$ cat src/sv/lsed_pkg.sv
`default_nettype none
// ----------------------------------------------------------------------------
// lsed_pkg
// Shared constants and word types for the line-scan edge detector.
// ----------------------------------------------------------------------------
package lsed_pkg;

	// defaults for the top-level parameters
	localparam int DEF_LINE_LENGTH = 128;
	localparam int DEF_PIXEL_BITS  = 10;

	// field widths
	localparam int POS_BITS    = 7;
	localparam int GRAD_BITS   = 13;
	localparam int THRESH_BITS = 13;
	localparam int COUNT_BITS  = 2;

	// gradient scaling and the window where it is nonzero
	localparam int GRAD_SCALE = 10;
	localparam int GRAD_FIRST = 5;
	localparam int GRAD_LAST  = 120;
	localparam int GRAD_MAX   = (1 << GRAD_BITS) - 1;

	// window where runs are tracked
	localparam int RUN_FIRST = 1;
	localparam int RUN_LAST  = 126;

	// run counting and edge slots
	localparam int COUNT_MAX  = 3;
	localparam int EDGE_SLOTS = 4;

	localparam logic [THRESH_BITS-1:0] THRESH_RESET = THRESH_BITS'(500);

	// classified word handed from the front to the back
	typedef struct packed {
		logic [POS_BITS-1:0]  position;
		logic [GRAD_BITS-1:0] gradient;
		logic                 above;
		logic                 in_run;
		logic                 last;
	} mid_item_t;

	// result word presented on the output ports
	typedef struct packed {
		logic [POS_BITS-1:0]   position;
		logic [GRAD_BITS-1:0]  gradient;
		logic                  line_done;
		logic [COUNT_BITS-1:0] edge_count;
		logic [POS_BITS-1:0]   slot_zero;
		logic [POS_BITS-1:0]   slot_one;
		logic [POS_BITS-1:0]   slot_two;
		logic [POS_BITS-1:0]   slot_three;
	} result_t;

endpackage
`default_nettype wire

$ cat src/sv/lsed_fifo.sv
`default_nettype none
// ----------------------------------------------------------------------------
// lsed_fifo
// Small synchronous word queue with registered storage and a
// first-word-fall-through head.
// ----------------------------------------------------------------------------
module lsed_fifo #(
	parameter int WIDTH = 8,
	parameter int DEPTH = 2
) (
	input  wire logic             clk,
	input  wire logic             arst_n,
	input  wire logic             wr_en,
	input  wire logic [WIDTH-1:0] wr_data,
	output logic                  full,
	input  wire logic             rd_en,
	output logic      [WIDTH-1:0] rd_data,
	output logic                  empty
);

	localparam int PTR_W = (DEPTH > 1) ? $clog2(DEPTH) : 1;
	localparam int CNT_W = $clog2(DEPTH + 1);

	logic [WIDTH-1:0] mem_q [DEPTH];
	logic [PTR_W-1:0] wr_ptr_q;
	logic [PTR_W-1:0] rd_ptr_q;
	logic [CNT_W-1:0] count_q;
	logic             do_wr;
	logic             do_rd;

	assign full    = (count_q == CNT_W'(DEPTH));
	assign empty   = (count_q == '0);
	assign do_wr   = wr_en && !full;
	assign do_rd   = rd_en && !empty;
	assign rd_data = mem_q[rd_ptr_q];

	// storage
	always_ff @(posedge clk) begin
		if (do_wr) begin
			mem_q[wr_ptr_q] <= wr_data;
		end
	end

	// pointers and fill count
	always_ff @(posedge clk or negedge arst_n) begin
		if (!arst_n) begin
			wr_ptr_q <= '0;
			rd_ptr_q <= '0;
			count_q  <= '0;
		end else begin
			if (do_wr) begin
				wr_ptr_q <= (wr_ptr_q == PTR_W'(DEPTH - 1)) ? '0 : wr_ptr_q + PTR_W'(1);
			end
			if (do_rd) begin
				rd_ptr_q <= (rd_ptr_q == PTR_W'(DEPTH - 1)) ? '0 : rd_ptr_q + PTR_W'(1);
			end
			if (do_wr && !do_rd) begin
				count_q <= count_q + CNT_W'(1);
			end else if (do_rd && !do_wr) begin
				count_q <= count_q - CNT_W'(1);
			end
		end
	end

endmodule
`default_nettype wire

$ cat src/sv/lsed_front.sv
`default_nettype none
// ----------------------------------------------------------------------------
// lsed_front
// Takes pixels, keeps the two previous samples and the line position, forms
// the central-difference gradient and classifies it against the threshold.
// ----------------------------------------------------------------------------
module lsed_front #(
	parameter int LINE_LENGTH = lsed_pkg::DEF_LINE_LENGTH,
	parameter int PIXEL_BITS  = lsed_pkg::DEF_PIXEL_BITS
) (
	input  wire logic                                clk,
	input  wire logic                                arst_n,
	input  wire logic                                accept,
	input  wire logic [PIXEL_BITS-1:0]               pixel,
	input  wire logic [lsed_pkg::THRESH_BITS-1:0]    threshold,
	output logic                                     item_push,
	output lsed_pkg::mid_item_t                      item
);

	localparam int PW   = $clog2(LINE_LENGTH);
	localparam int HW   = PIXEL_BITS - 1;
	localparam int GW   = PIXEL_BITS + 3;
	localparam int CW   = (GW > lsed_pkg::GRAD_BITS) ? GW : lsed_pkg::GRAD_BITS;

	logic [PIXEL_BITS-1:0] pixel_before_q;
	logic [PIXEL_BITS-1:0] pixel_two_before_q;
	logic [PW-1:0]         pos_q;

	logic          last_pix;
	logic [PW-1:0] j;
	logic [31:0]   j_wide;
	logic [HW-1:0] half_left;
	logic [HW-1:0] half_right;
	logic [HW-1:0] diff;
	logic [GW-1:0] grad_raw;
	logic          in_grad;
	logic [CW-1:0] grad_ext;
	logic [CW-1:0] thr_ext;

	// position of the result carried by this pixel
	assign last_pix = (pos_q == PW'(LINE_LENGTH - 1));
	assign j        = pos_q - PW'(1);
	assign j_wide   = 32'(j);

	// scaled absolute central difference of the halved neighbors
	assign half_left  = pixel_two_before_q[PIXEL_BITS-1:1];
	assign half_right = pixel[PIXEL_BITS-1:1];
	assign diff       = (half_left > half_right) ? (half_left - half_right)
	                                             : (half_right - half_left);
	assign grad_raw   = GW'(diff) * GW'(lsed_pkg::GRAD_SCALE);
	assign in_grad    = (int'(j) >= lsed_pkg::GRAD_FIRST) && (int'(j) <= lsed_pkg::GRAD_LAST);
	assign grad_ext   = in_grad ? CW'(grad_raw) : '0;
	assign thr_ext    = CW'(threshold);

	// classified word; no word for the first pixel of a line
	assign item_push = accept && (pos_q != '0);

	always_comb begin
		item          = '0;
		item.position = j_wide[lsed_pkg::POS_BITS-1:0];
		item.gradient = (grad_ext > CW'(lsed_pkg::GRAD_MAX))
		                ? lsed_pkg::GRAD_BITS'(lsed_pkg::GRAD_MAX)
		                : grad_ext[lsed_pkg::GRAD_BITS-1:0];
		item.above    = (grad_ext > thr_ext);
		item.in_run   = (int'(j) >= lsed_pkg::RUN_FIRST) && (int'(j) <= lsed_pkg::RUN_LAST);
		item.last     = last_pix;
	end

	// pixel history and line position
	always_ff @(posedge clk or negedge arst_n) begin
		if (!arst_n) begin
			pixel_before_q     <= '0;
			pixel_two_before_q <= '0;
			pos_q              <= '0;
		end else if (accept) begin
			pixel_two_before_q <= pixel_before_q;
			pixel_before_q     <= pixel;
			pos_q              <= last_pix ? '0 : pos_q + PW'(1);
		end
	end

endmodule
`default_nettype wire

$ cat src/sv/lsed_back.sv
`default_nettype none
// ----------------------------------------------------------------------------
// lsed_back
// Tracks above-threshold runs, records run end positions in the edge slots
// and, at the line end, folds the slots into midpoints for the result word.
// ----------------------------------------------------------------------------
module lsed_back (
	input  wire logic                clk,
	input  wire logic                arst_n,
	input  wire logic                item_valid,
	input  wire lsed_pkg::mid_item_t item,
	output logic                     item_pop,
	input  wire logic                res_ready,
	output logic                     res_push,
	output lsed_pkg::result_t        res
);

	localparam int PB = lsed_pkg::POS_BITS;
	localparam int CB = lsed_pkg::COUNT_BITS;

	logic          run_open_q;
	logic [CB-1:0] runs_found_q;
	logic [PB-1:0] slot_q [lsed_pkg::EDGE_SLOTS];

	logic          run_open_n;
	logic [CB-1:0] runs_found_n;
	logic [PB-1:0] slot_n [lsed_pkg::EDGE_SLOTS];
	logic [PB:0]   sum_lo;
	logic [PB:0]   sum_hi;

	assign item_pop = item_valid && res_ready;
	assign res_push = item_pop;

	// run detection, slot update and line-end fold
	always_comb begin
		run_open_n   = run_open_q;
		runs_found_n = runs_found_q;
		slot_n       = slot_q;
		res          = '0;
		sum_lo       = '0;
		sum_hi       = '0;

		if (item.in_run) begin
			if (item.above) begin
				run_open_n           = 1'b1;
				slot_n[runs_found_q] = item.position;
			end else begin
				if (run_open_q && (runs_found_q != CB'(lsed_pkg::COUNT_MAX))) begin
					runs_found_n = runs_found_q + CB'(1);
				end
				run_open_n = 1'b0;
			end
		end

		res.position  = item.position;
		res.gradient  = item.gradient;
		res.line_done = item.last;

		if (item.last) begin
			sum_lo         = {1'b0, slot_n[0]} + {1'b0, slot_n[1]};
			sum_hi         = {1'b0, slot_n[2]} + {1'b0, slot_n[3]};
			slot_n[0]      = sum_lo[PB:1];
			slot_n[1]      = sum_hi[PB:1];
			res.edge_count = runs_found_n;
			res.slot_zero  = slot_n[0];
			res.slot_one   = slot_n[1];
			res.slot_two   = slot_n[2];
			res.slot_three = slot_n[3];
			run_open_n     = 1'b0;
			runs_found_n   = '0;
		end
	end

	// run state and edge slots
	always_ff @(posedge clk or negedge arst_n) begin
		if (!arst_n) begin
			run_open_q   <= 1'b0;
			runs_found_q <= '0;
			for (int i = 0; i < lsed_pkg::EDGE_SLOTS; i++) begin
				slot_q[i] <= '0;
			end
		end else if (item_pop) begin
			run_open_q   <= run_open_n;
			runs_found_q <= runs_found_n;
			slot_q       <= slot_n;
		end
	end

endmodule
`default_nettype wire

$ cat src/sv/line_scan_edge_detector.sv
`default_nettype none
// ----------------------------------------------------------------------------
// line_scan_edge_detector
// Central-difference edge detector for a line-scan camera stream.
// ----------------------------------------------------------------------------
// Push one pixel per cycle starting at line position 0; the block takes a new
// pixel every cycle as long as results are popped. Each pixel after the first
// of a line yields one result word for the preceding position, which passes
// through a two-word queue between the classifying front and the run tracker
// and then a two-word result queue before it is available. The word for the
// last position of the line has line_done set and carries the run count and
// edge slots; these fields are zero otherwise. Edge slots persist across
// lines. Write edge_threshold only while no results are outstanding.
// ----------------------------------------------------------------------------
module line_scan_edge_detector #(
	parameter int LINE_LENGTH = lsed_pkg::DEF_LINE_LENGTH,
	parameter int PIXEL_BITS  = lsed_pkg::DEF_PIXEL_BITS
) (
	input  wire logic                             clk,
	input  wire logic                             arst_n,
	// pixel input
	input  wire logic                             push,
	output logic                                  full,
	input  wire logic [PIXEL_BITS-1:0]            pixel,
	// result output
	output logic                                  empty,
	input  wire logic                             pop,
	output logic [lsed_pkg::POS_BITS-1:0]         position,
	output logic [lsed_pkg::GRAD_BITS-1:0]        gradient,
	output logic                                  line_done,
	output logic [lsed_pkg::COUNT_BITS-1:0]       edge_count,
	output logic [lsed_pkg::POS_BITS-1:0]         edge_slot_zero,
	output logic [lsed_pkg::POS_BITS-1:0]         edge_slot_one,
	output logic [lsed_pkg::POS_BITS-1:0]         edge_slot_two,
	output logic [lsed_pkg::POS_BITS-1:0]         edge_slot_three,
	// configuration
	input  wire logic                             edge_threshold_wr,
	input  wire logic [lsed_pkg::THRESH_BITS-1:0] edge_threshold
);

	logic [lsed_pkg::THRESH_BITS-1:0] threshold_q;

	logic                accept;
	logic                mid_push;
	lsed_pkg::mid_item_t mid_in;
	lsed_pkg::mid_item_t mid_out;
	logic                mid_empty;
	logic                mid_pop;
	logic                res_full;
	logic                res_push;
	lsed_pkg::result_t   res_in;
	lsed_pkg::result_t   res_out;

	assign accept = push && !full;

	// threshold register
	always_ff @(posedge clk or negedge arst_n) begin
		if (!arst_n) begin
			threshold_q <= lsed_pkg::THRESH_RESET;
		end else if (edge_threshold_wr) begin
			threshold_q <= edge_threshold;
		end
	end

	// front: history, gradient, classification
	lsed_front #(
		.LINE_LENGTH (LINE_LENGTH),
		.PIXEL_BITS  (PIXEL_BITS)
	) u_front (
		.clk       (clk),
		.arst_n    (arst_n),
		.accept    (accept),
		.pixel     (pixel),
		.threshold (threshold_q),
		.item_push (mid_push),
		.item      (mid_in)
	);

	// queue between front and back
	lsed_fifo #(
		.WIDTH ($bits(lsed_pkg::mid_item_t)),
		.DEPTH (2)
	) u_mid_fifo (
		.clk     (clk),
		.arst_n  (arst_n),
		.wr_en   (mid_push),
		.wr_data (mid_in),
		.full    (full),
		.rd_en   (mid_pop),
		.rd_data (mid_out),
		.empty   (mid_empty)
	);

	// back: runs and edge slots
	lsed_back u_back (
		.clk        (clk),
		.arst_n     (arst_n),
		.item_valid (!mid_empty),
		.item       (mid_out),
		.item_pop   (mid_pop),
		.res_ready  (!res_full),
		.res_push   (res_push),
		.res        (res_in)
	);

	// result queue
	lsed_fifo #(
		.WIDTH ($bits(lsed_pkg::result_t)),
		.DEPTH (2)
	) u_res_fifo (
		.clk     (clk),
		.arst_n  (arst_n),
		.wr_en   (res_push),
		.wr_data (res_in),
		.full    (res_full),
		.rd_en   (pop),
		.rd_data (res_out),
		.empty   (empty)
	);

	assign position        = res_out.position;
	assign gradient        = res_out.gradient;
	assign line_done       = res_out.line_done;
	assign edge_count      = res_out.edge_count;
	assign edge_slot_zero  = res_out.slot_zero;
	assign edge_slot_one   = res_out.slot_one;
	assign edge_slot_two   = res_out.slot_two;
	assign edge_slot_three = res_out.slot_three;

	// line end lands on the last result position
	a_line_done_pos: assert property (@(posedge clk) disable iff (!arst_n)
		(!empty && line_done) |-> (position == lsed_pkg::POS_BITS'(LINE_LENGTH - 2)))
		else $error("line_done on wrong position");

	// edge fields stay clear mid-line
	a_edge_fields_clear: assert property (@(posedge clk) disable iff (!arst_n)
		(!empty && !line_done) |-> (edge_count == '0 && edge_slot_zero == '0 &&
		edge_slot_one == '0 && edge_slot_two == '0 && edge_slot_three == '0))
		else $error("edge fields set before line end");

	// gradient is gated near the line start
	a_grad_gate: assert property (@(posedge clk) disable iff (!arst_n)
		(!empty && (position < lsed_pkg::POS_BITS'(lsed_pkg::GRAD_FIRST))) |-> (gradient == '0))
		else $error("gradient not gated at line start");

	// back only advances when the result queue can take the word
	a_back_flow: assert property (@(posedge clk) disable iff (!arst_n)
		mid_pop |-> (res_push && !res_full))
		else $error("back consumed word without result slot");

endmodule
`default_nettype wire
$ cat config.mk
export PLATFORM = sky130hd
export DESIGN_NAME = line_scan_edge_detector
export DESIGN_NICKNAME = d
export VERILOG_FILES = /design/src/sv/lsed_pkg.sv /design/src/sv/lsed_fifo.sv /design/src/sv/lsed_front.sv /design/src/sv/lsed_back.sv /design/src/sv/line_scan_edge_detector.sv
export SDC_FILE = /design/constraint.sdc
export NUM_CORES = 1
export LEC_CHECK = 0
export BUFFER_PORTS_ARGS = -buffer_cell sky130_fd_sc_hd__buf_2
export CORE_UTILIZATION = 61
export CTS_CLUSTER_SIZE = 40
export DETAILED_ROUTE_END_ITERATION = 8
export MAX_ROUTING_LAYER = met4
export PLACE_DENSITY = 0.81
export RECOVER_POWER = 100
export SYNTH_ARGS = -nofsm -noshare
export SYNTH_HDL_FRONTEND = slang
export SYNTH_SLANG_ARGS = --single-unit
export TNS_END_PERCENT = 10
$ cat constraint.sdc
create_clock -name clk -period 6.7 [get_ports clk]
set_input_delay 1.005 -clock clk [delete_from_list [all_inputs] [get_ports clk]]
set_output_delay 1.005 -clock clk [all_outputs]
set_load 0.01 [all_outputs]
* Yosys cells after proc, flatten, opt, wreduce, memory -nomap -nowiden *
Memory sizes are Yosys's and may differ from the RTL's.
Cells that the tools add are included.

operators by class
  add/sub/neg operators = 15
  multiply operators = 1
  $lt $le $gt $ge = 9
  eq/ne operators = 4
  multiplexer cells = 30
  bitwise operators = 1
  reduce and logical (&&, ||, !) cells = 30

operator list
  kind                  number
  $mux 28               2
  $mux 30               1
  $bwmux 28             1
  $mux 13               2
  $sub 9x9->9           2
  $add 7x7->8           2
  $mux 2                8
  $logic_and 1x1->1     15
  $demux 7 s2           1
  $le 7x7->1 const B    2
  $mux 14               1
  $mux 7                2
  $gt 13x13->1          1
  $gt 13x13->1 const B  1
  $mul 9x3->12 const B  1
  $mux 1                11
  $gt 9x9->1            1
  $mux 9                1
  $logic_not 1->1       8
  $add 7x1->7 const B   1
  $eq 7x7->1 const B    1
  $ge 7x1->1 const B    1
  $ge 7x3->1 const B    1
  $reduce_bool 7->1     1
  12 further kinds      22

storage, ports and cells
  bits in registers = 79
  RAM bits = 148
  input bits = 28
  output and inout bits = 53
  logic and storage cells = 108
  memories kept = 2

memories
  memory            words  width  rd ports  clocked after Yosys merged registers in  wr ports  line             RTL
  u_res_fifo.mem_q  2      51     1         0                                        1         lsed_fifo.sv:24  logic [WIDTH-1:0] mem_q [DEPTH];
  u_mid_fifo.mem_q  2      23     1         0                                        1         lsed_fifo.sv:24

* Longest topological paths before layout *
Gate-level depths: netlist of the first run.

  depth after elaboration = 10
  mapped depth = 28
  depth with buffers taken out = 27

* Cells and area by module *
A second synthesis of the first run with hierarchy kept.

second synthesis, totals
  cell total of the unflattened synthesis = 1006
  area, all modules = 12522.0 um2

modules (own cells, without submodules)
  module                   instances  cells an instance  area each (um2)  seq. area each (um2)
  lsed_fifo at u_res_fifo  1          178                4129.0           3163.0
  lsed_back                1          354                2946.6           775.7
  lsed_front               1          353                2945.3           625.6
  lsed_fifo at u_mid_fifo  1          91                 1959.4           1481.4
  line_scan_edge_detector  1          30                 541.8            332.8

* Worst setup path before layout of the first run *
No wires, ideal clock.

  kind = input to register
  start = in pixel[3]
  end = mem u_mid_fifo.mem_q[0][2] (netlist name), data pin
  library setup time = 0.281 ns
  data arrival time = 5.459 ns
  data required time = 6.419 ns
  slack = 0.960 ns
  cell stages on the path = 24
  path buffers = 0
  cell sequence = inv_1 -> ha_1 -> o211ai_1 -> a21oi_1 -> o311a_1 -> o22ai_4 -> mux2i_1 -> xnor2_1 -> ha_1 -> ha_1 -> a21o_1 -> a21oi_1 -> o21ai_0 -> o21a_1 -> o21a_1 -> or3_1 -> a21oi_1 -> ha_1 -> nand4_1 -> nor2_1 -> a211oi_1 -> nand2_1 -> a31oi_1 -> a41oi_1

RTL lines
  item                line                           RTL
  start: declaration  line_scan_edge_detector.sv:24  input wire logic [PIXEL_BITS-1:0] pixel,
  end: declaration    lsed_fifo.sv:24

==> flow_summary_export.csv, run 1 <==
group,metric,value,unit
outcome,run_status,"finished, violations left",
outcome,violations,"max-capacitance violations, max-slew violations",
placement,gp_congestion,0.873,
clock_tree,cts.repair.resized,0,
critical_path,reg2reg_slack,1.03,ns
grt,gr-total-overflow,0,
floorplan,die_area,18900,um2
clock_tree,clk_pin_slew,0.06,ns
logic_synthesis,yosys_register_bits,221,
hold_path,whs_path_depth,2,
grt,grt_max_degree,54,
routing,drc,0,
sta,max_freq,0.165,GHz
logic_synthesis,synthCells,982,
critical_path,end_kind,"flip-flop",
logic_synthesis,netlist_area,11200,um2
logic_synthesis,synth_top_family_by_area,"compound AO/OA/AOI/OAI gates",
sta,max_slew.worst_pin.slew,3.06,ns
sta,fin_worst_skew,0.0132,ns
logic_synthesis,synth_compound_area_frac,0.109,
clock_tree,cts-root-buf,"clkbuf_16",
sta,fin_crit_sh,0.906,
routing,vias_per_cell,5.75,
clock_tree,clkLatencyLatePin,0.51,ns
layout,finish.instance_area,12500,um2
sta,slew_viol_final,305,
logic_synthesis,synthXorXnorAreaFrac,0.0274,
sta,slew_headroom,-1.04,
sta,setup_viol,0,
critical_path,worstRegToRegCells,25,
layout,final_common_cell,"edfxtp_1",
layout,drive_above_1_share,0.120,
logic_synthesis,yosys_warnings,0,
logic_synthesis,synth_adder_area_share,0.0815,
placement,dpl_cell_area,11800,um2
routing,vias,7471,
job,maxCapViolations,7,
logic_synthesis,yosysSeqAreaShare,0.559,
floorplan,core,18000,um2
routing,drt_iter0_drc,498,
layout,layout_common_cells,"edfxtp_1 (144), nand2_1 (100), o21ai_0 (83), nor2_1 (82), dfrtp_1 (71)",
grt,antenna_found_initial,0,
routing,ant_nets,0,
clock_tree,ctsHoldBuffers,0,
layout,syn_to_final_growth,11.3,%
clock_tree,cts_tree,"yes",
logic_synthesis,synthMuxAreaShare,0.0800,
hold_path,hold_path_class,"reg2reg",
sta,hold_viol_final,0,
logic_synthesis,synth-simple-area-share,0.103,
routing,wl_per_cell,17.1,um
critical_path,arrival,6.29,ns
floorplan,rows,49,
critical_path,crit_path_start_kind,"input port",
floorplan,initial_core_util,0.624,
critical_path,path_class,"in2reg",
critical_path,cp_max_fo,10,
clock_tree,clkSinkCount,221,
floorplan,num_io_pins,81,
logic_synthesis,async_flop_share,0.348,
clock_tree,h-tree-depth,1,
routing,dr.pass1.iters,6,
sta,fin_tns_setup,0,ns
logic_synthesis,ys_types,65,
logic_synthesis,syn_avg_cell_area,11.4,um2
layout,layout.nets,1150,
sta,rsz0062_at_grt,"false",
grt,grt_pass1_wl,35800,um
logic_synthesis,synth_edf_count,144,
critical_path,cp.required,6.92,ns
clock_tree,cts_setup_buffers,0,
sta,layout_min_cycle_time,6.07,ns
logic_synthesis,ys.flop_type,"edfxtp_1",
placement,portBuffers,78,
floorplan,die_w,138,um
clock_tree,cts-buffers-inserted,24,
layout,num_antenna_cells,0,
grt,grt.total_usage,0.251,
layout,fin_util,0.694,
placement,dpl.hpwl,14800,um
floorplan,die_h,138,um
clock_tree,ctsLongestPathBuffers,3,
grt,grt_pass1_vias,7231,
routing,routed_wl,22200,um
logic_synthesis,synth_nets,1080,
==> through the flow <==
step | cells | setup WS [ns] | hold WS (ns)
after floorplan | 982 | 0.960 | 0.439
after global placement | 1255 | 0.401 | 0.446
after detailed placement | 1255 | 0.345 | 0.466
after CTS | 1299 | 0.819 | 0.395
after global routing | 1299 | 0.172 | 0.499
final | 1299 | 0.630 | 0.478
==> worst paths after layout <==
path / startpoint / to
min reg2reg: u_front.pixel_before_q[5] / u_front.pixel_two_before_q[5]
min: u_front.pixel_before_q[5] / u_front.pixel_two_before_q[5]
min in group asynchronous: arst_n / u_front.pixel_two_before_q[3]
max in group asynchronous: arst_n / u_back.slot_q[22]
max: pixel[2] / u_mid_fifo.mem_q[1][2]
max reg2reg: u_front.pixel_two_before_q[3] / u_mid_fifo.mem_q[1][2]
==> area by class of cell <==
| cell class | count | area [um2] |
|---|---|---|
| clock buffers | 34 | 669 |
| clock inverters | 10 | 124 |
| fillers | 1267 | 5500 |
| inverters | 71 | 267 |
| multi-input cells | 649 | 4500 |
| flip-flops and latches | 221 | 6260 |
| well taps | 229 | 287 |
| repair buffers | 85 | 359 |
==> cell usage after synthesis, types with 10 or more instances <==
cell type / number / share of area
a21o_1: 10 / 0.0067
nor2_1: 83 / 0.028
a21oi_1: 61 / 0.027
nor3_1: 15 / 0.0067
edfxtp_1: 144 / 0.39
mux2_2: 66 / 0.066
o21ai_0: 81 / 0.036
xnor2_1: 23 / 0.018
mux2i_1: 13 / 0.012
nor2b_1: 12 / 0.0067
inv_1: 70 / 0.023
clkbuf_1: 30 / 0.010
ha_1: 65 / 0.073
xor2_1: 12 / 0.0094
nand2_1: 100 / 0.034
dfrtp_1: 71 / 0.16
==> routing by layer <==
layer | vias to the layer above | part of all wire | wire length, um | GRT usage
met4 | 0 | 0.018 | 408 | 0.0543
met1 | 3613 | 0.45 | 10100 | 0.340
met3 | 37 | 0.053 | 1180 | 0.0331
met5 | - | 0 | 0 | -
met2 | 205 | 0.47 | 10500 | 0.405
li1 | 3616 | - | - | -
==> kinds of logic after synthesis <==
group,after synthesis
AND/OR/NAND/NOR,257
flip-flops,221
AO/OA/AOI/OAI,206
buffers and inverters,112
multiplexers,80
adder cells (fa/ha/maj),70
XOR/XNOR,35
other,1
==> flip-flops by register name (all words and copies together), names as in the netlist <==
signal                      count
u_back.runs_found_q             2
u_front.pos_q                   7
u_res_fifo.wr_ptr_q             1
u_res_fifo.rd_ptr_q             1
u_res_fifo.count_q              2
u_front.pixel_two_before_q      9
u_back.run_open_q               1
threshold_q                    13
u_mid_fifo.wr_ptr_q             1
u_res_fifo.mem_q              100
u_front.pixel_before_q          9
u_mid_fifo.rd_ptr_q             1
u_mid_fifo.mem_q               44
u_mid_fifo.count_q              2
u_back.slot_q                  28
==> worst max-delay path, cell delays in order <==
cell,delay (ns)
clkbuf_1,0.24
inv_1,0.10
ha_1,0.35
nand2b_1,0.12
a21oi_1,0.11
o311a_1,0.40
o22ai_4,0.32
mux2i_1,0.26
xor2_1,0.30
ha_1,0.20
ha_1,0.18
inv_1,0.06
fa_1,0.39
nor2b_1,0.22
o21ai_0,0.11
nand2b_1,0.12
a21o_1,0.13
a21o_1,0.14
a21oi_1,0.07
nor3_1,0.35
ha_1,0.33
nand4_1,0.14
nor2_1,0.09
a211oi_1,0.24
nand2_1,0.08
a31oi_1,0.14
a41oi_1,0.08
Power of run 1 is left out: the tool's default activity adds up to more than one toggle a clock period on the data nets, which glitch-free logic cannot reach.
==> inputs of run 2 (changes only) <==
--- a/config.mk
+++ b/config.mk
@@ -6,13 +6,12 @@
 export NUM_CORES = 1
 export LEC_CHECK = 0
 export BUFFER_PORTS_ARGS = -buffer_cell sky130_fd_sc_hd__buf_2
-export CORE_UTILIZATION = 61
+export CORE_UTILIZATION = 30
 export CTS_CLUSTER_SIZE = 40
 export DETAILED_ROUTE_END_ITERATION = 8
 export MAX_ROUTING_LAYER = met4
-export PLACE_DENSITY = 0.81
 export RECOVER_POWER = 100
+export SKIP_CTS_REPAIR_TIMING = 1
 export SYNTH_ARGS = -nofsm -noshare
 export SYNTH_HDL_FRONTEND = slang
 export SYNTH_SLANG_ARGS = --single-unit
-export TNS_END_PERCENT = 10
==> flow_summary_export.csv, run 2 (synthesis gave the netlist of run 1 again) <==
group,metric,value,unit
routing,drt_iter0_drc,406,
layout,drive_above_1_share,0.121,
floorplan,die_w,195,um
clock_tree,clkSinkCount,221,
sta,layout_min_cycle_time,6.11,ns
critical_path,end_kind,"flip-flop",
placement,portBuffers,78,
critical_path,r2r-start,"u_front.pixel_two_before_q[3]",
routing,ant_nets,0,
sta,slew_viol_final,302,
sta,fin_crit_sh,0.913,
floorplan,num_io_pins,81,
hold_path,hold_path_class,"reg2reg",
clock_tree,clk_pin_slew,0.06,ns
clock_tree,ctsLongestPathBuffers,3,
sta,slew_headroom,-1.05,
routing,wl_per_cell,15.1,um
clock_tree,clkLatencyLatePin,0.54,ns
critical_path,cp.required,6.93,ns
floorplan,core,36700,um2
sta,hold_viol_final,0,
sta,rsz0062_at_grt,"false",
routing,vias_per_cell,4.74,
floorplan,die_h,195,um
grt,grt_max_degree,54,
layout,final_cells,1545,
layout,largest_reg_flops,100,
clock_tree,cts-root-buf,"clkbuf_16",
layout,fillers,3667,
grt,grt_pass1_wl,37800,um
layout,fin_util,0.349,
grt,grt_pass1_vias,7166,
placement,dp_cells,1497,
grt,antenna_found_initial,1,
critical_path,arrival,6.34,ns
floorplan,rows,70,
sta,setup_viol,0,
layout,layout_common_cells,"edfxtp_1 (144), nand2_1 (100), nor2_1 (83), o21ai_0 (83), dfrtp_1 (71)",
grt,grt.total_usage,0.127,
clock_tree,h-tree-depth,1,
grt,gr-total-overflow,0,
sta,fin_worst_skew,0.0127,ns
critical_path,cp_max_fo,10,
routing,vias,7326,
outcome,violations,"max-capacitance violations, max-slew violations",
clock_tree,cts-buffers-inserted,26,
hold_path,min_from,"u_front.pixel_before_q[9]",
layout,reg_top3,"u_res_fifo.mem_q (100), u_mid_fifo.mem_q (44), u_back.slot_q (28)",
critical_path,path_class,"in2reg",
placement,dpl.hpwl,16000,um
layout,final_common_cell,"edfxtp_1",
job,maxCapViolations,8,
layout,layout.nets,1155,
routing,dr.pass1.iters,5,
floorplan,die_area,38100,um2
clock_tree,cts_tree,"yes",
routing,drc,0,
outcome,run_status,"finished, violations left",
sta,fin_tns_setup,0,ns
floorplan,initial_core_util,0.305,
placement,gp_congestion,0.837,
critical_path,startpoint,"pixel[3]",
routing,routed_wl,23400,um
sta,max_slew.worst_pin.slew,3.07,ns
layout,syn_to_final_growth,14.3,%
critical_path,crit_path_start_kind,"input port",
layout,regMostFlops,"u_res_fifo.mem_q",
sta,max_freq,0.164,GHz
-- run 2: final timing paths --
kind,end,slack [ns],cells after the start
max,u_mid_fifo.mem_q[1][2],0.59,25
min,u_front.pixel_two_before_q[9],0.47,2
max reg2reg,u_mid_fifo.mem_q[1][2],0.92,23
min reg2reg,u_front.pixel_two_before_q[9],0.47,2
max in group asynchronous,u_front.pixel_two_before_q[3],2.28,2
min in group asynchronous,u_front.pixel_before_q[5],0.85,1
-- run 2: layer usage --
metal / global-route usage / wire (um) / vias up
li1: - / - / 3631
met1: 0.169 / 11200 / 3552
met2: 0.201 / 10800 / 114
met3: 0.0209 / 938 / 29
met4: 0.0356 / 469 / 0
met5: - / 0 / -
-- run 2: cell type report --
type	count	area (um2)	share of cell area
antenna	1	2.50	0.000195
clock buffer	35	684	0.0534
clock inverter	12	141	0.0110
inverter	71	267	0.0208
multi-input combinational	649	4500	0.351
sequential	221	6260	0.489
tap	468	586	0.0457
timing repair buffer	88	375	0.0293
-- run 2: through the flow --
stage	area [um2]	hold WS, ns	setup WS, ns
after detailed placement	12100	0.457	0.184
after floorplan	11200	0.439	0.960
after CTS	12900	0.385	0.727
after global routing	12800	0.483	0.243
final	12800	0.471	0.585
after global placement	12100	0.446	0.231
-- run 2: worst max-delay path, cell delays in order --
cell and delay (ns):
clkbuf_1 0.15, inv_1 0.08, ha_1 0.40, o211ai_1 0.20, a21oi_1 0.11, o311a_1 0.40
o22ai_4 0.32, mux2i_1 0.26, xnor2_1 0.17, ha_1 0.29, ha_1 0.30, a21o_1 0.18
a21oi_1 0.21, o21ai_0 0.15, o21a_1 0.20, o21a_1 0.17, or3_1 0.30, a21oi_1 0.33
ha_1 0.32, nand4_1 0.12, nor2_1 0.09, a211oi_1 0.24, nand2_1 0.08, a31oi_1 0.15
a41oi_1 0.11
Power of run 2 is left out for the same reason.
==> inputs of run 3 (changes only) <==
--- a/config.mk
+++ b/config.mk
@@ -6,10 +6,12 @@
 export NUM_CORES = 1
 export LEC_CHECK = 0
 export BUFFER_PORTS_ARGS = -buffer_cell sky130_fd_sc_hd__buf_2
-export CORE_UTILIZATION = 30
+export CAP_MARGIN = 0
+export CORE_UTILIZATION = 50
 export CTS_CLUSTER_SIZE = 40
 export DETAILED_ROUTE_END_ITERATION = 8
 export MAX_ROUTING_LAYER = met4
+export PLACE_DENSITY = 0.68
 export RECOVER_POWER = 100
 export SKIP_CTS_REPAIR_TIMING = 1
 export SYNTH_ARGS = -nofsm -noshare
==> flow_summary_export.csv, run 3 (synthesis gave the netlist of run 1 again) <==
group,metric,value,unit
floorplan,rows,54,
floorplan,initial_core_util,0.512,
sta,rsz0062_at_grt,"false",
sta,hold_slack,0.475,ns
hold_path,whs_path_depth,2,
floorplan,core,21900,um2
critical_path,worstRegToRegCells,23,
hold_path,hold_path_class,"reg2reg",
hold_path,min_from,"u_front.pixel_before_q[4]",
critical_path,cp.required,6.92,ns
placement,portBuffers,78,
clock_tree,clkSinkCount,221,
layout,drive_above_1_share,0.120,
routing,drt_iter0_drc,406,
sta,layout_min_cycle_time,5.88,ns
critical_path,crit_path_start_kind,"input port",
floorplan,die_w,152,um
critical_path,r2r-start,"u_front.pixel_two_before_q[3]",
routing,dr.pass1.iters,4,
layout,finish.instance_area,12500,um2
grt,grt_max_degree,59,
clock_tree,cts-buffers-inserted,24,
outcome,run_status,"finished, violations left",
layout,final_common_cell,"edfxtp_1",
placement,gp_congestion,0.854,
critical_path,r2r_end,"u_mid_fifo.mem_q[0][2]",
clock_tree,clk_pin_slew,0.06,ns
routing,wl_per_cell,16.1,um
job,maxCapViolations,9,
sta,setup_viol,0,
grt,antenna_found_initial,0,
routing,vias,7208,
layout,fin_util,0.572,
floorplan,die_area,23000,um2
layout,num_antenna_cells,0,
clock_tree,cts-root-buf,"clkbuf_16",
sta,fin_tns_setup,0,ns
sta,hold_viol_final,0,
routing,drc,0,
routing,vias_per_cell,5.34,
layout,largest_reg_flops,100,
placement,dpl.hpwl,14700,um
sta,max_slew.worst_pin.slew,3.32,ns
floorplan,die_h,152,um
floorplan,num_io_pins,81,
critical_path,end_kind,"flip-flop",
sta,fin_crit_sh,0.878,
layout,regMostFlops,"u_res_fifo.mem_q",
clock_tree,clkLatencyLatePin,0.52,ns
sta,slew_headroom,-1.22,
layout,syn_to_final_growth,11.7,%
placement,dpl_cell_area,11900,um2
clock_tree,ctsLongestPathBuffers,3,
grt,grt_pass1_wl,35200,um
outcome,violations,"max-capacitance violations, max-slew violations",
clock_tree,cts_tree,"yes",
sta,fin_worst_skew,0.0155,ns
critical_path,cp_max_fo,10,
critical_path,path_class,"in2reg",
grt,grt.total_usage,0.201,
hold_path,min_to,"u_front.pixel_two_before_q[4]",
clock_tree,h-tree-depth,1,
grt,grt_pass1_vias,6909,
critical_path,arrival,6.11,ns
sta,max_freq,0.170,GHz
sta,slew_viol_final,323,
layout,layout_common_cells,"edfxtp_1 (144), nand2_1 (100), nor2_1 (83), o21ai_0 (83), dfrtp_1 (71)",
grt,gr-total-overflow,0,
layout,layout.nets,1150,
critical_path,reg2reg_slack,1.14,ns
routing,routed_wl,21700,um
routing,ant_nets,0,
layout,reg_top3,"u_res_fifo.mem_q (100), u_mid_fifo.mem_q (44), u_back.slot_q (28)",
-- run 3: cell count changes in the layout (fill, tap and decap cells not counted), moves of 2 or more --
cell / delta
clkinv_4: -2
buf_2: +2
clkbuf_8: +3
clkbuf_1: -6
inv_6: -3
-- run 3: cell type report --
cell class | instances | area (um2)
tap | 280 | 350
timing repair buffer | 85 | 359
inverter | 71 | 267
fill | 1867 | 9370
clock inverter | 9 | 97.6
sequential | 221 | 6260
clock buffer | 34 | 689
multi-input combinational | 649 | 4500
-- run 3: critical path, cell delays in order --
cell and delay, ns:
clkbuf_1 0.11, inv_1 0.08, ha_1 0.39, o211ai_1 0.19, a21oi_1 0.10, o311a_1 0.40
o22ai_4 0.32, mux2i_1 0.27, xnor2_1 0.17, ha_1 0.29, ha_1 0.30, a21o_1 0.18
a21oi_1 0.20, o21ai_0 0.14, o21a_1 0.19, o21a_1 0.17, or3_1 0.31, a21oi_1 0.27
ha_1 0.30, nand4_1 0.11, nor2_1 0.08, a211oi_1 0.23, nand2_1 0.08, a31oi_1 0.14
a41oi_1 0.09
-- run 3: metrics by stage --
step           instances  setup slack [ns]
5_1_grt             1349             0.296
3_3_place_gp        1306             0.392
4_1_cts             1349             0.887
3_5_place_dp        1306             0.385
2_1_floorplan        982             0.960
6_report            1349             0.818
-- run 3: worst max-delay path by stage --
stage	startpoint	slack (ns)	end
2_1_floorplan	pixel[3]	0.96	u_mid_fifo.mem_q[0][2]
3_3_place_gp	pixel[3]	0.39	u_mid_fifo.mem_q[1][2]
3_5_place_dp	pixel[3]	0.38	u_mid_fifo.mem_q[1][2]
4_1_cts	pixel[3]	0.89	u_mid_fifo.mem_q[0][2]
5_1_grt	pixel[3]	0.30	u_mid_fifo.mem_q[1][2]
6_report	pixel[3]	0.82	u_mid_fifo.mem_q[0][2]
-- run 3: layer usage --
metal,wire (um),vias to the layer above,global-route usage
met1,10800,3418,0.287
met3,910,34,0.0240
li1,-,3609,-
met2,9550,147,0.307
met4,459,0,0.0520
met5,0,-,-
Power of run 3 is left out for the same reason.
